## config.mk

```make
export PLATFORM = sky130hd
export DESIGN_NAME = texel_format_decode_flat
export DESIGN_NICKNAME = d
export VERILOG_FILES = /design/src/rtl/tfd_pkg.sv /design/src/rtl/tfd_ifs.sv /design/src/rtl/tfd_dxt_decode.sv /design/src/rtl/tfd_decode.sv /design/src/rtl/texel_format_decode.sv /design/src/flat_wrapper.sv
export SDC_FILE = /design/constraint.sdc
export NUM_CORES = 1
export LEC_CHECK = 0
export ABC_CLOCK_PERIOD_IN_PS = 28200
export BUFFER_PORTS_ARGS = -buffer_cell sky130_fd_sc_hd__buf_2
export CELL_PAD_IN_SITES_DETAIL_PLACEMENT = 1
export CELL_PAD_IN_SITES_GLOBAL_PLACEMENT = 2
export CORE_MARGIN = 2
export CORE_UTILIZATION = 45
export DETAILED_ROUTE_END_ITERATION = 8
export PLACE_DENSITY_LB_ADDON = 0.12
export RECOVER_POWER = 25
export SYNTH_ARGS = -nofsm -noshare
export SYNTH_HDL_FRONTEND = slang
export SYNTH_HIERARCHICAL = 1
export SYNTH_SLANG_ARGS = --single-unit
```

## constraint.sdc

```tcl
create_clock -name clk -period 28.2 [get_ports clk]
set_input_delay 2.82 -clock clk [delete_from_list [all_inputs] [get_ports clk]]
set_output_delay 2.82 -clock clk [all_outputs]
set_load 0.005 [all_outputs]
```

## src/rtl/tfd_pkg.sv

```systemverilog
package tfd_pkg;

    localparam int FMT_W = 5;

    // Source format codes
    localparam logic [FMT_W-1:0] FMT_A8R8G8B8 = 5'd0;
    localparam logic [FMT_W-1:0] FMT_X8R8G8B8 = 5'd1;
    localparam logic [FMT_W-1:0] FMT_R8G8B8   = 5'd2;
    localparam logic [FMT_W-1:0] FMT_A1R5G5B5 = 5'd3;
    localparam logic [FMT_W-1:0] FMT_X1R5G5B5 = 5'd4;
    localparam logic [FMT_W-1:0] FMT_A4R4G4B4 = 5'd5;
    localparam logic [FMT_W-1:0] FMT_X4R4G4B4 = 5'd6;
    localparam logic [FMT_W-1:0] FMT_R5G6B5   = 5'd7;
    localparam logic [FMT_W-1:0] FMT_R3G3B2   = 5'd8;
    localparam logic [FMT_W-1:0] FMT_A8R3G3B2 = 5'd9;
    localparam logic [FMT_W-1:0] FMT_A8       = 5'd10;
    localparam logic [FMT_W-1:0] FMT_L8       = 5'd11;
    localparam logic [FMT_W-1:0] FMT_A8L8     = 5'd12;
    localparam logic [FMT_W-1:0] FMT_A4L4     = 5'd13;
    localparam logic [FMT_W-1:0] FMT_DXT1     = 5'd14;
    localparam logic [FMT_W-1:0] FMT_DXT2     = 5'd15;
    localparam logic [FMT_W-1:0] FMT_DXT3     = 5'd16;
    localparam logic [FMT_W-1:0] FMT_DXT4     = 5'd17;
    localparam logic [FMT_W-1:0] FMT_DXT5     = 5'd18;

    // BC1 colour codes
    localparam logic [1:0] CCODE_C0 = 2'd0;
    localparam logic [1:0] CCODE_C1 = 2'd1;
    localparam logic [1:0] CCODE_C2 = 2'd2;
    localparam logic [1:0] CCODE_C3 = 2'd3;

    // BC3 alpha codes with a fixed meaning
    localparam logic [2:0] ACODE_A0   = 3'd0;
    localparam logic [2:0] ACODE_A1   = 3'd1;
    localparam logic [2:0] ACODE_ZERO = 3'd6;
    localparam logic [2:0] ACODE_FULL = 3'd7;

    localparam logic [7:0] ALPHA_OPAQUE = 8'hff;

    // Reciprocal multipliers: exact for the operand ranges used below
    localparam logic [10:0] DIV3_MUL = 11'd683;   // / 3 as * 683 >> 11
    localparam logic [11:0] DIV5_MUL = 12'd3277;  // / 5 as * 3277 >> 14
    localparam logic [11:0] DIV7_MUL = 12'd2341;  // / 7 as * 2341 >> 14

    typedef struct packed {
        logic [63:0] color_word;
        logic [63:0] alpha_word;
        logic [3:0]  texel_index;
    } texel_t;

    typedef struct packed {
        logic [7:0] blue;
        logic [7:0] green;
        logic [7:0] red;
        logic [7:0] alpha;
    } pix_t;

    function automatic logic [7:0] widen5(input logic [4:0] v);
        return {v, v[4:2]};
    endfunction

    function automatic logic [7:0] widen6(input logic [5:0] v);
        return {v, v[5:4]};
    endfunction

    function automatic logic [7:0] widen4(input logic [3:0] v);
        return {v, v};
    endfunction

    function automatic logic [7:0] widen3(input logic [2:0] v);
        return {v, v, v[2:1]};
    endfunction

    function automatic logic [7:0] widen2(input logic [1:0] v);
        return {v, v, v, v};
    endfunction

    // x <= 766
    function automatic logic [7:0] div3(input logic [9:0] x);
        logic [20:0] p;
        p = 21'(x) * 21'(DIV3_MUL);
        return p[18:11];
    endfunction

    // x <= 1277
    function automatic logic [7:0] div5(input logic [10:0] x);
        logic [22:0] p;
        p = 23'(x) * 23'(DIV5_MUL);
        return p[21:14];
    endfunction

    // x <= 1788
    function automatic logic [7:0] div7(input logic [10:0] x);
        logic [22:0] p;
        p = 23'(x) * 23'(DIV7_MUL);
        return p[21:14];
    endfunction

endpackage

```

## src/rtl/tfd_ifs.sv

```systemverilog
interface tfd_texel_if;
    logic        valid;
    logic        ready;
    logic [63:0] color_word;
    logic [63:0] alpha_word;
    logic [3:0]  texel_index;

    modport source (output valid, output color_word, output alpha_word,
                    output texel_index, input ready);
    modport sink (input valid, input color_word, input alpha_word,
                  input texel_index, output ready);
endinterface

interface tfd_pixel_if;
    logic       valid;
    logic       ready;
    logic [7:0] blue;
    logic [7:0] green;
    logic [7:0] red;
    logic [7:0] alpha;

    modport source (output valid, output blue, output green, output red,
                    output alpha, input ready);
    modport sink (input valid, input blue, input green, input red,
                  input alpha, output ready);
endinterface

```

## src/rtl/tfd_dxt_decode.sv

```systemverilog
module tfd_dxt_decode import tfd_pkg::*;
(
    input  logic [FMT_W-1:0] fmt,
    input  texel_t           tex,
    output pix_t             pix
);

    function automatic logic [7:0] color_pick(input logic [7:0] e0, input logic [7:0] e1,
                                              input logic [1:0] code, input logic four);
        logic [9:0] s2;
        logic [9:0] s3;
        logic [8:0] sh;
        logic [7:0] r;
        s2 = {1'b0, e0, 1'b0} + {2'b00, e1} + 10'd1;
        s3 = {2'b00, e0} + {1'b0, e1, 1'b0} + 10'd1;
        sh = {1'b0, e0} + {1'b0, e1} + 9'd1;
        case (code)
            CCODE_C0: r = e0;
            CCODE_C1: r = e1;
            CCODE_C2: r = four ? div3(s2) : sh[8:1];
            default:  r = four ? div3(s3) : 8'd0;
        endcase
        return r;
    endfunction

    logic [15:0] w0;
    logic [15:0] w1;
    logic [5:0]  cbit;
    logic [1:0]  ccode;
    logic        four;
    logic [7:0]  c0_b, c0_g, c0_r;
    logic [7:0]  c1_b, c1_g, c1_r;
    logic [3:0]  nib;
    logic [7:0]  a0;
    logic [7:0]  a1;
    logic [5:0]  abit;
    logic [2:0]  acode;
    logic [2:0]  ai;
    logic [2:0]  w7;
    logic [2:0]  w5;
    logic [10:0] num7;
    logic [10:0] num5;
    logic [7:0]  interp_a;

    assign w0    = tex.color_word[15:0];
    assign w1    = tex.color_word[31:16];
    assign cbit  = {1'b1, tex.texel_index, 1'b0};   // 32 + 2t
    assign ccode = tex.color_word[cbit +: 2];
    assign four  = (fmt != FMT_DXT1) || (w0 > w1);

    assign c0_b = widen5(w0[4:0]);
    assign c0_g = widen6(w0[10:5]);
    assign c0_r = widen5(w0[15:11]);
    assign c1_b = widen5(w1[4:0]);
    assign c1_g = widen6(w1[10:5]);
    assign c1_r = widen5(w1[15:11]);

    assign nib = tex.alpha_word[{tex.texel_index, 2'b00} +: 4];

    assign a0    = tex.alpha_word[7:0];
    assign a1    = tex.alpha_word[15:8];
    assign abit  = 6'd16 + 6'(tex.texel_index) * 6'd3;
    assign acode = tex.alpha_word[abit +: 3];
    assign ai    = acode - 3'd1;
    assign w7    = 3'd7 - ai;
    assign w5    = 3'd5 - ai;
    assign num7  = 11'(w7) * 11'(a0) + 11'(ai) * 11'(a1) + 11'd3;
    assign num5  = 11'(w5) * 11'(a0) + 11'(ai) * 11'(a1) + 11'd2;

    always_comb
    begin
        if (acode == ACODE_A0)
        begin
            interp_a = a0;
        end
        else if (acode == ACODE_A1)
        begin
            interp_a = a1;
        end
        else if (a0 > a1)
        begin
            interp_a = div7(num7);
        end
        else if (acode == ACODE_ZERO)
        begin
            interp_a = 8'd0;
        end
        else if (acode == ACODE_FULL)
        begin
            interp_a = ALPHA_OPAQUE;
        end
        else
        begin
            interp_a = div5(num5);
        end
    end

    always_comb
    begin
        pix.blue  = color_pick(c0_b, c1_b, ccode, four);
        pix.green = color_pick(c0_g, c1_g, ccode, four);
        pix.red   = color_pick(c0_r, c1_r, ccode, four);
        if (fmt == FMT_DXT1)
        begin
            pix.alpha = (!four && ccode == CCODE_C3) ? 8'd0 : ALPHA_OPAQUE;
        end
        else if (fmt inside {FMT_DXT2, FMT_DXT3})
        begin
            pix.alpha = widen4(nib);
        end
        else
        begin
            pix.alpha = interp_a;
        end
    end

endmodule

```

## src/rtl/tfd_decode.sv

```systemverilog
module tfd_decode import tfd_pkg::*;
(
    input  logic [FMT_W-1:0] fmt,
    input  texel_t           tex,
    output pix_t             pix
);

    pix_t        dxt_pix;
    logic [15:0] w;
    logic [7:0]  b0;
    logic [7:0]  b1;
    logic [7:0]  b2;
    logic [7:0]  b3;

    tfd_dxt_decode u_dxt
    (
        .fmt (fmt),
        .tex (tex),
        .pix (dxt_pix)
    );

    assign w  = tex.color_word[15:0];
    assign b0 = tex.color_word[7:0];
    assign b1 = tex.color_word[15:8];
    assign b2 = tex.color_word[23:16];
    assign b3 = tex.color_word[31:24];

    always_comb
    begin
        pix = '0;
        case (fmt)
            FMT_A8R8G8B8:
            begin
                pix = '{blue: b0, green: b1, red: b2, alpha: b3};
            end
            FMT_X8R8G8B8, FMT_R8G8B8:
            begin
                pix = '{blue: b0, green: b1, red: b2, alpha: ALPHA_OPAQUE};
            end
            FMT_A1R5G5B5, FMT_X1R5G5B5:
            begin
                pix.blue  = widen5(w[4:0]);
                pix.green = widen5(w[9:5]);
                pix.red   = widen5(w[14:10]);
                pix.alpha = (fmt == FMT_X1R5G5B5 || w[15]) ? ALPHA_OPAQUE : 8'd0;
            end
            FMT_A4R4G4B4, FMT_X4R4G4B4:
            begin
                pix.blue  = widen4(w[3:0]);
                pix.green = widen4(w[7:4]);
                pix.red   = widen4(w[11:8]);
                pix.alpha = (fmt == FMT_A4R4G4B4) ? widen4(w[15:12]) : ALPHA_OPAQUE;
            end
            FMT_R5G6B5:
            begin
                pix.blue  = widen5(w[4:0]);
                pix.green = widen6(w[10:5]);
                pix.red   = widen5(w[15:11]);
                pix.alpha = ALPHA_OPAQUE;
            end
            FMT_R3G3B2, FMT_A8R3G3B2:
            begin
                pix.blue  = widen2(b0[1:0]);
                pix.green = widen3(b0[4:2]);
                pix.red   = widen3(b0[7:5]);
                pix.alpha = (fmt == FMT_A8R3G3B2) ? b1 : ALPHA_OPAQUE;
            end
            FMT_A8:
            begin
                pix.alpha = b0;
            end
            FMT_L8:
            begin
                pix = '{blue: b0, green: b0, red: b0, alpha: ALPHA_OPAQUE};
            end
            FMT_A8L8:
            begin
                pix = '{blue: b0, green: b0, red: b0, alpha: b1};
            end
            FMT_A4L4:
            begin
                pix.blue  = widen4(b0[3:0]);
                pix.green = widen4(b0[3:0]);
                pix.red   = widen4(b0[3:0]);
                pix.alpha = widen4(b0[7:4]);
            end
            FMT_DXT1, FMT_DXT2, FMT_DXT3, FMT_DXT4, FMT_DXT5:
            begin
                pix = dxt_pix;
            end
            default:
            begin
                pix = '0;
            end
        endcase
    end

endmodule

```

## src/rtl/texel_format_decode.sv

```systemverilog
// Texel format decoder: turns one raw texel (or one texel of a DXT1..DXT5
// 4x4 block) into 8-bit blue, green, red and alpha, following the format
// code held in the format register (written over cfg_wr_en / cfg_wr_data;
// the user must write it only while the block is idle, which the block does
// not enforce; reset value is A8R8G8B8). The block accepts one texel per
// clock on tex_in and delivers one pixel per clock on pix_out while pix_out
// is not stalled; each texel passes through the input register, the decode
// logic and the result register before its pixel is offered on pix_out.
// The two registers form a pipeline whose ready chains back from pix_out, so
// a new texel is taken in any cycle in which the input register is empty or
// moves on into the result register; with pix_out stalled the block holds
// two texels and then drops tex_in.ready. Format codes 19 to 31 give an
// all-zero pixel.
module texel_format_decode import tfd_pkg::*;
(
    input  logic             clk,
    input  logic             rst_n,
    input  logic             cfg_wr_en,
    input  logic [FMT_W-1:0] cfg_wr_data,
    tfd_texel_if.sink        tex_in,
    tfd_pixel_if.source      pix_out
);

    logic [FMT_W-1:0] fmt_reg;

    // Input register
    texel_t tex_reg;
    logic   in_valid_reg;
    logic   in_valid_next;

    // Result register
    pix_t   pix_reg;
    pix_t   pix_next;
    logic   out_valid_reg;
    logic   out_valid_next;

    logic   out_adv;
    logic   in_fire;

    // Advance the result register whenever it is empty or being drained.
    assign out_adv      = !out_valid_reg || pix_out.ready;
    // Take a new texel whenever the input register is empty or moves on.
    assign tex_in.ready = !in_valid_reg || out_adv;
    assign in_fire      = tex_in.valid && tex_in.ready;

    always_comb
    begin
        in_valid_next = in_valid_reg;
        if (tex_in.ready)
        begin
            in_valid_next = tex_in.valid;
        end
    end

    always_comb
    begin
        out_valid_next = out_valid_reg;
        if (out_adv)
        begin
            out_valid_next = in_valid_reg;
        end
    end

    // Single-pass decode between the two registers.
    tfd_decode u_decode
    (
        .fmt (fmt_reg),
        .tex (tex_reg),
        .pix (pix_next)
    );

    always_ff @(posedge clk or negedge rst_n)
    begin
        if (!rst_n)
        begin
            fmt_reg       <= FMT_A8R8G8B8;
            in_valid_reg  <= 1'b0;
            out_valid_reg <= 1'b0;
        end
        else
        begin
            if (cfg_wr_en)
            begin
                fmt_reg <= cfg_wr_data;
            end
            in_valid_reg  <= in_valid_next;
            out_valid_reg <= out_valid_next;
        end
    end

    // Payload: load on a transfer, hold otherwise.
    always_ff @(posedge clk)
    begin
        if (in_fire)
        begin
            tex_reg.color_word  <= tex_in.color_word;
            tex_reg.alpha_word  <= tex_in.alpha_word;
            tex_reg.texel_index <= tex_in.texel_index;
        end
        if (out_adv && in_valid_reg)
        begin
            pix_reg <= pix_next;
        end
    end

    assign pix_out.valid = out_valid_reg;
    assign pix_out.blue  = pix_reg.blue;
    assign pix_out.green = pix_reg.green;
    assign pix_out.red   = pix_reg.red;
    assign pix_out.alpha = pix_reg.alpha;

endmodule

```

## src/flat_wrapper.sv

```systemverilog
// flat-port wrapper written by rule: the top's interface ports become plain ports
module texel_format_decode_flat import tfd_pkg::*;
  (clk, rst_n, cfg_wr_en, cfg_wr_data, tex_in_valid, tex_in_color_word, tex_in_alpha_word, tex_in_texel_index, tex_in_ready, pix_out_valid, pix_out_blue, pix_out_green, pix_out_red, pix_out_alpha, pix_out_ready);
  tfd_texel_if tex_in_i ();
  tfd_pixel_if pix_out_i ();
  input  logic clk;
  input  logic rst_n;
  input  logic cfg_wr_en;
  input  logic [FMT_W-1:0] cfg_wr_data;
  input wire logic [$bits(tex_in_i.valid)-1:0] tex_in_valid;
  input wire logic [$bits(tex_in_i.color_word)-1:0] tex_in_color_word;
  input wire logic [$bits(tex_in_i.alpha_word)-1:0] tex_in_alpha_word;
  input wire logic [$bits(tex_in_i.texel_index)-1:0] tex_in_texel_index;
  output wire logic [$bits(tex_in_i.ready)-1:0] tex_in_ready;
  output wire logic [$bits(pix_out_i.valid)-1:0] pix_out_valid;
  output wire logic [$bits(pix_out_i.blue)-1:0] pix_out_blue;
  output wire logic [$bits(pix_out_i.green)-1:0] pix_out_green;
  output wire logic [$bits(pix_out_i.red)-1:0] pix_out_red;
  output wire logic [$bits(pix_out_i.alpha)-1:0] pix_out_alpha;
  input wire logic [$bits(pix_out_i.ready)-1:0] pix_out_ready;
  assign tex_in_i.valid = tex_in_valid;
  assign tex_in_i.color_word = tex_in_color_word;
  assign tex_in_i.alpha_word = tex_in_alpha_word;
  assign tex_in_i.texel_index = tex_in_texel_index;
  assign tex_in_ready = tex_in_i.ready;
  assign pix_out_valid = pix_out_i.valid;
  assign pix_out_blue = pix_out_i.blue;
  assign pix_out_green = pix_out_i.green;
  assign pix_out_red = pix_out_i.red;
  assign pix_out_alpha = pix_out_i.alpha;
  assign pix_out_i.ready = pix_out_ready;
  texel_format_decode u_core (.clk(clk), .rst_n(rst_n), .cfg_wr_en(cfg_wr_en), .cfg_wr_data(cfg_wr_data), .tex_in(tex_in_i), .pix_out(pix_out_i));
endmodule
```

==> results.sh <==
export IMPL_status="complete, no violations"
export IMPL_whs_path_depth=1
export IMPL_dpl_instance_area_sq_um=30000
export IMPL_grt_max_degree=81
export IMPL_nets=3837
export IMPL_worst_slew_pin_slew_ps=1140
export IMPL_tns_ps=0
export IMPL_fin_hold_ws_ps=542
export IMPL_drive_above_1_share_pct=11.9
export IMPL_largest_reg_flops=132
export IMPL_r2r_start="u_core/tex_reg[2]"
export IMPL_critPathCaptureType="flip-flop"
export IMPL_rsz0062_at_grt="no"
export IMPL_rows=92
export IMPL_ys_warn_count=6
export IMPL_place_congestion=0.876
export IMPL_finalWirelength_mm=83.3
export IMPL_synth_ff_type="edfxtp_1"
export IMPL_yosysSeqAreaShare_pct=18.0
export IMPL_cts_setup_buffers=0
export IMPL_area_growth_pct=8.02
export IMPL_port_buffer_count=175
export IMPL_dieWidth_microns=255
export IMPL_syn_area_sq_um=28400
export IMPL_syn_nets=3705
export IMPL_num_vias=21600
export IMPL_antenna_found_initial=6
export IMPL_core_area_sq_um=62700
export IMPL_finClkSkew_ps=33.6
export IMPL_maxCapViolations=0
export IMPL_drt_pass1_iter_count=7
export IMPL_worst_setup_path_start_kind="flip-flop"
export IMPL_antennaDiodeCount=0
export IMPL_setup_viol=0
export IMPL_critPathKind="reg2reg"
export IMPL_min_path_type="reg2reg"
export IMPL_initial_core_util_pct=45.3
export IMPL_finalCritPeriodShare_pct=48.0
export IMPL_fin_area_sq_um=30700
export IMPL_clock_sinks=171
export IMPL_yosysTopAreaCellShare_pct=26.3
export IMPL_hold_start="u_core/in_valid_reg"
export IMPL_hold_buffers=0
export IMPL_worstPathArrival_ps=13750
export IMPL_whs_endpoint="u_core/pix_out.valid"
export IMPL_reg2reg_to="u_core/pix_out.alpha[6]"
export IMPL_period_minus_slack_ps=13540
export IMPL_yosys_area_top_type="ha_1"
export IMPL_critPathMaxStageDelay_ps=850
export IMPL_crit_fanout=14
export IMPL_netlist_instances=2748
export IMPL_dpl_hpwl_mm=68.8
export IMPL_die_area_sq_um=65100
export IMPL_cts_root_buf="clkbuf_16"
export IMPL_synthTopCellsByArea="ha_1 26%, edfxtp_1 17%, fa_1 15%"
export IMPL_drc_errors=0
export IMPL_async_reset_ff_share_pct=4.09
export IMPL_grt_pass1_wl_mm=131
export IMPL_ctsResizeCount=0
export IMPL_cts_inserted_buffers=17
export IMPL_final_antenna_net_count=0
export IMPL_die_y_microns=255
export IMPL_ys_types=93
export IMPL_grt_use_total_pct=26.1
export IMPL_drt_iter0_drc=1230
export IMPL_clk_pin_slew_ps=90
export IMPL_clk_latency_ps=500
export IMPL_syn_avg_cell_area_sq_um=10.3
export IMPL_crit_path_frequent_cell="ha_1"
export IMPL_wl_per_cell_microns=22.3
export IMPL_synth_edf_count=164
export IMPL_cts_tree="built"
export IMPL_ys_ff_latch=171
export IMPL_drv_slew=0
export IMPL_vias_per_cell=5.78
export IMPL_grt_overflow_total=0
export IMPL_grt_pass1_vias=23600
export IMPL_relSlewSlack_pct=24.1
export IMPL_io_pins=176
export IMPL_reg2regPathDepth=46
export IMPL_max_freq_ghz=0.0738
export IMPL_hold_violations=0
export IMPL_r2r_slack_ps=14660
export IMPL_htree_levels=4
export IMPL_cpMaxStageDelayCell="xor2_1"
export IMPL_cp_required_ps=28410
export IMPL_cts_max_path_buffers=2
==> through the flow <==
stage	instances	setup slack, ps	utilization [%]
finish	3739	14660	48.9
global route	3739	13730	48.9
CTS	3739	14640	48.9
detailed placement	3707	14730	47.9
global placement	3707	15170	47.9
floorplan	2748	16210	-
==> Yosys cell counts, types with 9 or more instances <==
master    number
a221oi_1       9
a211oi_1      13
inv_1        426
nor2_1       113
a31oi_1       15
a222oi_1      17
nand3_1       35
nor2b_1       28
or3_1         15
mux4_2        76
and2_1        25
a22oi_1       28
nand2b_1      26
mux2i_1       27
o21bai_1      51
clkbuf_1      36
buf_6         13
buf_2         18
xor2_1        56
a21o_1        43
xnor2_1      117
nand2_1      133
ha_1         596
nand4_1       29
edfxtp_1     164
fa_1         219
a21oi_1      135
nor3_1        32
o221ai_1       9
o21ai_0       63
==> layer usage <==
metal	track usage (%)	part of all wire (%)	vias up	wire, microns
li1	-	-	10000	-
met2	46.8	51	524	42300
met4	6.07	1.6	6	1350
met5	0	0.049	-	41
met3	2.90	3.8	84	3180
met1	33.7	44	11000	36400
==> critical path: cells and delay by family (launching register included) <==
kind                       cells  cell delay, ps
adders and majority gates     14            5290
AOI/OAI and AO/OA             19            4500
xor gates and xnor gates       5            2000
DFF                            1             660
and+or+nand+nor                4             560
buffers and inverters          4             260
==> cells in the final DEF (no fill, tap or decap), types with 7 or more instances in the layout <==
cell       count
a211oi_1      13
a21o_1        43
a21oi_1      135
a221o_1        8
a221oi_1       9
a222oi_1      17
a22oi_1       28
a31oi_1       14
and2_1        23
and3_1         8
buf_2        172
buf_4         17
clkbuf_16     17
dfrtp_1        7
edfxtp_1     164
fa_1         219
ha_1         596
inv_1        426
mux2i_1       27
mux4_2        76
nand2_1      133
nand2b_1      26
nand3_1       35
nand4_1       29
nor2_1       113
nor2b_1       28
nor3_1        31
o211ai_1       7
o21a_1         7
o21ai_0       63
o21bai_1      51
o221ai_1       9
o31ai_1        8
or3_1         15
xnor2_1      117
xor2_1        56
==> worst max path at each step <==
stage	start	end	cells after the start
2_1_floorplan	u_core/tex_reg[0]	u_core/pix_out.alpha[6]	49
3_3_place_gp	u_core/tex_reg[2]	u_core/pix_out.alpha[6]	44
6_report	u_core/tex_reg[2]	u_core/pix_out.alpha[6]	46
5_1_grt	u_core/tex_reg[2]	u_core/pix_out.alpha[6]	49
4_1_cts	u_core/tex_reg[2]	u_core/pix_out.alpha[6]	46
3_5_place_dp	u_core/tex_reg[2]	u_core/pix_out.alpha[6]	46
==> area by class of cell <==
cell class | instances | area, sq um
Fill cell | 6945 | 32100
Multi-Input combinational cell | 2069 | 21300
Sequential cell | 171 | 5100
Inverter | 429 | 1610
Tap cell | 846 | 1060
Timing Repair Buffer | 192 | 1000
Clock buffer | 17 | 425
Clock inverter | 15 | 220
==> logic make-up after synthesis <==
| kind of cell | after synthesis | synth area share (%) |
|---|---|---|
| adders and majority gates | 815 | 41.7 |
| buffers and inverters | 508 | 7.23 |
| and+or+nand+nor | 492 | 8.84 |
| AOI/OAI and AO/OA | 480 | 11.7 |
| xor gates and xnor gates | 173 | 5.34 |
| DFF | 171 | 18.0 |
| muxes | 109 | 7.22 |
Power is not shown: default switching activity piles up to over one toggle a cycle in this logic, so the estimate is an artifact.
